===== config.mk =====
export PLATFORM = sky130hd
export DESIGN_NAME = frame_index_tracker
export DESIGN_NICKNAME = d
export VERILOG_FILES = /design/src/rtl/core/fit_pkg.sv /design/src/rtl/core/frame_index_tracker.sv
export SDC_FILE = /design/constraint.sdc
export NUM_CORES = 1
export LEC_CHECK = 0
export BUFFER_PORTS_ARGS = -buffer_cell sky130_fd_sc_hd__buf_2
export CORE_ASPECT_RATIO = 1.5
export CORE_MARGIN = 3
export CORE_UTILIZATION = 50
export CTS_BUF_LIST = sky130_fd_sc_hd__clkbuf_8
export DETAILED_ROUTE_END_ITERATION = 8
export PLACE_DENSITY = 0.77
export SLEW_MARGIN = 30
export SYNTH_ARGS = -nofsm -noshare
export SYNTH_HDL_FRONTEND = slang
export SYNTH_SLANG_ARGS = --single-unit
export TNS_END_PERCENT = 20

===== constraint.sdc =====
create_clock -name clk -period 8.16 [get_ports clk]
set_clock_uncertainty 0.1 [all_clocks]
set_input_delay 2.448 -clock clk [delete_from_list [all_inputs] [get_ports clk]]
set_output_delay 2.448 -clock clk [all_outputs]
set_load 0.005 [all_outputs]

===== src/rtl/core/fit_pkg.sv =====
// package for the frame index tracker: sizes, codes and state type
package fit_pkg;

  localparam int TABLE_DEPTH = 16;
  localparam int IDX_W = $clog2(TABLE_DEPTH);

  localparam logic [15:0] ECAT_ETHERTYPE = 16'h88A4;

  typedef enum logic [1:0] {
    REQ_ALLOC = 2'd0,
    REQ_SET   = 2'd1,
    REQ_XMIT  = 2'd2,
    REQ_POLL  = 2'd3
  } req_t;

  typedef enum logic [1:0] {
    KIND_FOUND   = 2'd0,
    KIND_NOFRAME = 2'd1,
    KIND_OTHER   = 2'd2,
    KIND_DONE    = 2'd3
  } kind_t;

  localparam logic [2:0] ST_EMPTY = 3'd0;
  localparam logic [2:0] ST_ALLOC = 3'd1;
  localparam logic [2:0] ST_SENT  = 3'd2;
  localparam logic [2:0] ST_RCVD  = 3'd3;
  localparam logic [2:0] ST_DONE  = 3'd4;

  typedef enum logic {
    FSM_IDLE = 1'b0,
    FSM_EXEC = 1'b1
  } fsm_t;

endpackage


===== src/rtl/core/frame_index_tracker.sv =====
// Order: a beat taken on start is captured with its slot memory reads into registers, executed
// in the execute state, and its result is registered and strobed on done.
// A new beat is taken only while not busy, so each beat's write-back ends before the next read.
// busy is high for the one execute cycle; results cannot be stalled by the receiver.
// Reset: all slots read as empty at once through per-slot valid flops, counters and the
// round-robin pointer clear; work counter and source word memories are not cleared.
module frame_index_tracker (
  input  logic        clk,
  input  logic        rst,
  input  logic        start,
  output logic        busy,
  input  logic [1:0]  req_type,
  input  logic [3:0]  entry_index,
  input  logic [2:0]  status_value,
  input  logic        frame_present,
  input  logic [15:0] frame_ethertype,
  input  logic [7:0]  frame_index,
  input  logic [15:0] frame_wkc,
  input  logic [15:0] frame_source_word,
  output logic        done,
  output logic [1:0]  result_kind,
  output logic [15:0] work_count,
  output logic [3:0]  given_index,
  output logic        table_full,
  output logic [31:0] ecat_frames,
  output logic [31:0] dropped_frames
);
  import fit_pkg::*;

  // slot memories
  logic [2:0]  stat_mem [TABLE_DEPTH];
  logic [15:0] wkc_mem  [TABLE_DEPTH];
  logic [15:0] src_mem  [TABLE_DEPTH];
  logic [TABLE_DEPTH-1:0] stat_vld;
  logic [TABLE_DEPTH-1:0] empty_map;

  fsm_t state, state_next;
  logic accept, exec_en;

  // captured beat
  req_t        q_req;
  logic [IDX_W-1:0] q_idx, q_fidx;
  logic        q_in_table, q_f_in_table, q_idx_match;
  logic [2:0]  q_sv;
  logic        q_present, q_is_ecat;
  logic [15:0] q_fwkc, q_fsrc;

  // read data
  logic [2:0]  rd_a, rd_b;
  logic        rd_a_vld, rd_b_vld;
  logic [15:0] rd_wkc;

  logic [IDX_W-1:0] last_given;
  logic [31:0] ecat_count, drop_count;

  // execute results
  logic        st_we;
  logic [IDX_W-1:0] st_wa;
  logic [2:0]  st_wd;
  logic        fr_we;
  logic [IDX_W-1:0] fr_wa;
  logic        lg_we;
  logic        inc_ecat, inc_drop;
  kind_t       kind;
  logic [15:0] wkc_out;
  logic [IDX_W-1:0] alloc_slot;
  logic        full_out;

  logic [2:0]  st_a, st_b;
  logic [IDX_W-1:0] rr_start;
  logic [IDX_W:0]   lg_inc, cand_sum;
  logic [IDX_W-1:0] cand;
  logic        found;

  assign accept = start && !busy;

  always_comb begin
    state_next = state;
    unique case (state)
      FSM_IDLE: if (accept) state_next = FSM_EXEC;
      FSM_EXEC: state_next = FSM_IDLE;
      default:  state_next = FSM_IDLE;
    endcase
  end

  always_comb begin
    busy    = (state == FSM_EXEC);
    exec_en = (state == FSM_EXEC);
  end

  always_ff @(posedge clk) begin
    if (rst) begin
      state <= FSM_IDLE;
    end else begin
      state <= state_next;
    end
  end

  // capture the beat and issue the memory reads
  always_ff @(posedge clk) begin
    if (accept) begin
      q_req        <= req_t'(req_type);
      q_idx        <= IDX_W'(entry_index);
      q_fidx       <= IDX_W'(frame_index);
      q_in_table   <= ({1'b0, entry_index} < 5'(TABLE_DEPTH));
      q_f_in_table <= ({1'b0, frame_index} < 9'(TABLE_DEPTH));
      q_idx_match  <= ({4'b0, entry_index} == frame_index);
      q_sv         <= status_value;
      q_present    <= frame_present;
      q_is_ecat    <= (frame_ethertype == ECAT_ETHERTYPE);
      q_fwkc       <= frame_wkc;
      q_fsrc       <= frame_source_word;
      rd_a         <= stat_mem[IDX_W'(entry_index)];
      rd_a_vld     <= stat_vld[IDX_W'(entry_index)];
      rd_b         <= stat_mem[IDX_W'(frame_index)];
      rd_b_vld     <= stat_vld[IDX_W'(frame_index)];
      rd_wkc       <= wkc_mem[IDX_W'(entry_index)];
    end
  end

  assign st_a = rd_a_vld ? rd_a : ST_EMPTY;
  assign st_b = rd_b_vld ? rd_b : ST_EMPTY;

  // round-robin start: slot after the last one handed out
  always_comb begin
    lg_inc   = {1'b0, last_given} + (IDX_W + 1)'(1);
    rr_start = (lg_inc >= (IDX_W + 1)'(TABLE_DEPTH)) ? '0 : lg_inc[IDX_W-1:0];
  end

  // first empty slot at or after the start, wrapping
  always_comb begin
    found      = 1'b0;
    alloc_slot = rr_start;
    cand_sum   = '0;
    cand       = '0;
    for (int k = TABLE_DEPTH - 1; k >= 0; k--) begin
      cand_sum = {1'b0, rr_start} + (IDX_W + 1)'(k);
      cand = (cand_sum >= (IDX_W + 1)'(TABLE_DEPTH)) ?
             IDX_W'(cand_sum - (IDX_W + 1)'(TABLE_DEPTH)) : cand_sum[IDX_W-1:0];
      if (empty_map[cand]) begin
        found      = 1'b1;
        alloc_slot = cand;
      end
    end
  end

  always_comb begin
    st_we    = 1'b0;
    st_wa    = q_idx;
    st_wd    = ST_DONE;
    fr_we    = 1'b0;
    fr_wa    = q_idx;
    lg_we    = 1'b0;
    inc_ecat = 1'b0;
    inc_drop = 1'b0;
    kind     = KIND_DONE;
    wkc_out  = '0;
    full_out = 1'b0;
    unique case (q_req)
      REQ_ALLOC: begin
        st_we    = 1'b1;
        st_wa    = alloc_slot;
        st_wd    = ST_ALLOC;
        lg_we    = 1'b1;
        full_out = !found;
      end
      REQ_SET: begin
        st_we = q_in_table;
        st_wd = q_sv;
      end
      REQ_XMIT: begin
        st_we = q_in_table;
        st_wd = ST_SENT;
      end
      REQ_POLL: begin
        priority if (q_in_table && st_a == ST_RCVD) begin
          kind    = KIND_FOUND;
          wkc_out = rd_wkc;
          st_we   = 1'b1;
        end else if (!q_present) begin
          kind = KIND_NOFRAME;
        end else if (q_is_ecat) begin
          kind     = KIND_OTHER;
          inc_ecat = 1'b1;
          if (q_idx_match) begin
            if (q_in_table) begin
              kind    = KIND_FOUND;
              wkc_out = q_fwkc;
              st_we   = 1'b1;
              fr_we   = 1'b1;
            end
          end else if (q_f_in_table && st_b == ST_SENT) begin
            // frame for another sent slot: park it
            st_we = 1'b1;
            st_wa = q_fidx;
            st_wd = ST_RCVD;
            fr_we = 1'b1;
            fr_wa = q_fidx;
          end
        end else begin
          kind     = KIND_OTHER;
          inc_drop = 1'b1;
        end
      end
      default: ;
    endcase
  end

  // write back
  always_ff @(posedge clk) begin
    if (exec_en && st_we) begin
      stat_mem[st_wa] <= st_wd;
    end
    if (exec_en && fr_we) begin
      wkc_mem[fr_wa] <= q_fwkc;
      src_mem[fr_wa] <= q_fsrc;
    end
  end

  always_ff @(posedge clk) begin
    if (rst) begin
      stat_vld   <= '0;
      empty_map  <= '1;
      last_given <= '0;
      ecat_count <= '0;
      drop_count <= '0;
      done       <= 1'b0;
    end else begin
      done <= exec_en;
      if (exec_en && st_we) begin
        stat_vld[st_wa]  <= 1'b1;
        empty_map[st_wa] <= (st_wd == ST_EMPTY);
      end
      if (exec_en && lg_we) last_given <= alloc_slot;
      if (exec_en && inc_ecat) ecat_count <= ecat_count + 32'd1;
      if (exec_en && inc_drop) drop_count <= drop_count + 32'd1;
    end
  end

  always_ff @(posedge clk) begin
    if (exec_en) begin
      result_kind <= kind;
      work_count  <= wkc_out;
      given_index <= (q_req == REQ_ALLOC) ? 4'(alloc_slot) : 4'd0;
      table_full  <= full_out;
    end
  end

  assign ecat_frames    = ecat_count;
  assign dropped_frames = drop_count;

  a_exec_one_cycle: assert property (@(posedge clk) disable iff (rst)
    busy |=> !busy)
    else $error("execute cycle did not end");

  a_accept_execs: assert property (@(posedge clk) disable iff (rst)
    accept |=> busy)
    else $error("accepted beat not executed");

  a_done_after_exec: assert property (@(posedge clk) disable iff (rst)
    done |-> $past(busy))
    else $error("result strobe without execute cycle");

  a_alloc_fields: assert property (@(posedge clk) disable iff (rst)
    (done && result_kind != KIND_DONE) |-> (given_index == 4'd0 && !table_full))
    else $error("allocate fields set on a poll result");

  a_counts_move_on_result: assert property (@(posedge clk) disable iff (rst)
    (ecat_frames != $past(ecat_frames) || dropped_frames != $past(dropped_frames))
      |-> done)
    else $error("frame counters moved without a result");

endmodule


==> impl_results.md <==
- Status: complete, no violations
- Core Util, Final: 56.7%
- Clock slew at reported path FFs: 0.07 ns
- Sum Neg Setup Slack: 0 ns
- CP peak stage delay: 0.95 ns
- Max Clk Rate: 0.146 GHz
- Rel. slew slack: 35.9%
- Post-route cell area: 24900 µm²
- Syn Std Cell Area: 22200 µm²
- Largest net degree at the start of global routing: 71
- H-tree depth: 3
- Cts repair resizes: 0
- Number of global-route vias before repair: 14558
- Clock root buffer: clkbuf_8
- Avg WL per Cell: 24.2 µm
- Synth Instances: 1513
- Synthesis-stage register bit count: 486
- Fin crit share: 83.9%
- Final ANT Viol Nets: 0
- # Max-Cap Violations: 0
- Drt pass-1 iters: 5
- Unrepaired setup endpoints after global routing: false
- Synth unique cells: 84
- Most frequent cells in the layout: 384 x edfxtp_1, 139 x buf_2, 136 x mux4_2
- Number of synthesis warnings: 0
- WP data arrival: 7.01 ns
- Via count: 14110
- Fill count: 3343
- Site row count: 94
- Die Y-Extent: 264 µm
- CTS buffer count: 69
- Pins over their slew limit: 0
- GRT Resource Usage Total: 24.0%
- Async S/R FF share, synth: 0%
- Ports: 158
- Antenna violations before repair: 4
- Die Area: 47000 µm²
- Crit Path Max Fanout: 21
- Sink count of the clock tree: 486
- Dpl cell area: 23500 µm²
- Syn avg cell area: 14.7 µm²
- 1st-iter DRT viols: 1151
- Worst hold-check path type: reg -> reg
- Crit path max-delay cell type: dfxtp_1
- Final Hold Fails: 0
- HPWL Detailed: 37.5 mm
- Min cycle time layout: 6.84 ns
- Worst VDD drop: 0.000183 V
- Register area share after synthesis: 61.1%
- Cts hold-fix bufs: 0
- DRC Markers: 0
- Skew-Pair Late Insertion Delay: 0.63 ns
- Clock Power Share: 37.6%
- Grt ovf: 0
- Core Box Area: 43900 µm²
- Post-synth top flop: edfxtp_1
- # setup viols final: 0
- CP Cell Sequence: ha_1 -> xnor2_2 -> inv_2 -> ha_1 -> xnor2_1 -> a22oi_2 -> mux2i_1 -> nor2_1 -> and4b_1 -> o211ai_1 -> a41oi_1 -> o21ai_1 -> a2111oi_2 -> nor3b_2
- Postcts setup bufs: 0
- Die width: 178 µm
- Nets@finish: 1755
- Leak: 8.72 nW
- Most common cell after layout, fill and taps aside: edfxtp_1
- Logic pwr share: 6.4%
- Critical path capture point type: flip-flop
- Global-route wire length before repair: 85.2 mm
- CP dominant cell by count: ha_1
- CTS tree: done
- Worst-Margin Slew: 0.960 ns
- Global placement routability congestion: 0.917
- Vias per inst: 6.11
- Share of layout cells above drive strength 1: 25.8%
- Seq pwr share: 56.0%
- Post-synth EDFFs: 384
- Syn_nets: 1596
- Switch share: 23.5%
- Clock Path Buffers: 3
- Power Dens Cells: 197 nW/µm²
- Psw: 1.15 mW
- CP required: 8.33 ns
- Initial Utilization: 50.6%
- Worst setup SP type: flip-flop
- Port Buffers: 141
- Pint: 3.75 mW
- Area Growth Syn to Fin: 11.9%
- Routed wire length: 55.9 mm
- Crit path kind: reg -> reg
-- logic make-up (layout without fill, tap and decap cells) --
group,count (synthesis),in the layout,synth area share [%]
compound gates,212,212,6.39
xor+xnor,67,67,2.95
fa+ha+maj,14,14,0.789
buf+inv,108,322,1.99
flops,486,486,61.1
mux,212,212,17.3
other cells,0,5,0
simple gates,414,414,9.50
-- critical path: cells and delay by family, from the launching register on --
| family | cells | cell delay [ns] |
|---|---|---|
| fa+ha+maj | 2 | 1.11 |
| simple gates | 3 | 1.16 |
| compound gates | 5 | 1.87 |
| xor+xnor | 2 | 0.55 |
| mux | 1 | 0.40 |
| buf+inv | 1 | 0.31 |
| flops | 1 | 0.95 |
-- final timing paths --
kind | startpoint | to | slack [ns] | cells after the start
max reg2reg | last_given[0] | stat_mem[11][2] | 1.32 | 14
min | stat_vld[1] | stat_vld[1] | 0.38 | 2
max | last_given[0] | stat_mem[11][2] | 1.32 | 14
min reg2reg | stat_vld[1] | stat_vld[1] | 0.38 | 2
-- registers in the layout, summed over array words and instances, names as in the netlist, 4 cells and up --
signal          flops
last_given          4
rd_wkc             16
stat_mem           48
empty_map          16
work_count         16
q_idx               4
given_index         4
wkc_mem           256
stat_vld           16
ecat_frames        32
dropped_frames     32
q_fidx              4
q_fwkc             16
-- power by group through the flow --
stage               registers (mW)  clock network [mW]  logic (mW)
global placement              2.79                   0       0.307
CTS                           2.74                1.88       0.314
finish                        2.74                1.84       0.315
floorplan                     2.78                   0       0.220
global route                  2.74                1.99       0.337
detailed placement            2.79                   0       0.313
-- metal layers --
| layer | share of wire, % | GRT usage [%] | vias up | routed length [µm] |
|---|---|---|---|---|
| li1 | - | - | 6249 | - |
| met1 | 35 | 27.0 | 7118 | 19400 |
| met2 | 54 | 42.5 | 563 | 30200 |
| met3 | 5.6 | 4.14 | 180 | 3150 |
| met4 | 5.8 | 13.4 | 0 | 3250 |
| met5 | 0 | 0 | - | 0 |
-- synthesized netlist by cell type, drive strengths merged (11+ instances only) --
cell type / number / area [µm²]
mux2i: 64 / 641
xnor2: 28 / 313
nor3: 20 / 105
and2: 28 / 175
and3: 24 / 150
clkbuf: 41 / 154
nor2: 128 / 480
nand4: 13 / 81.3
nand3: 34 / 170
ha: 14 / 175
nand2: 87 / 327
edfxtp: 384 / 11500
mux4: 136 / 3060
xor2: 39 / 342
o21ai: 35 / 175
dfxtp: 102 / 2040
mux2: 12 / 135
buf: 34 / 165
inv: 32 / 120
or3: 16 / 100
nand3b: 12 / 90.1
a21oi: 58 / 298
o21a: 12 / 90.1
a211oi: 11 / 82.6
a22oi: 20 / 155
-- layout make-up --
| type | instances | area, µm² | share of cell area (%) |
|---|---|---|---|
| flip-flops and latches | 486 | 13600 | 54.6 |
| multi-input cells | 919 | 8240 | 33.1 |
| clock buffers | 73 | 1000 | 4.04 |
| repair buffers | 163 | 876 | 3.52 |
| well taps | 576 | 721 | 2.90 |
| clock inverters | 53 | 318 | 1.28 |
| inverters | 33 | 124 | 0.498 |
| diodes | 5 | 12.5 | 0.0503 |
-- metrics by stage --
stage                     instances  hold slack [ns]  setup WS, ns  total power, mW
final                          2308            0.378          1.32             4.90
after floorplan                1513            0.332          2.60             3.00
after global routing           2305            0.399          1.03             5.07
after CTS                      2303            0.378          1.48             4.94
after global placement         2177            0.345          1.66             3.10
after detailed placement       2177            0.362          1.53             3.11
Note: power is estimated with default switching activity, not from simulation.
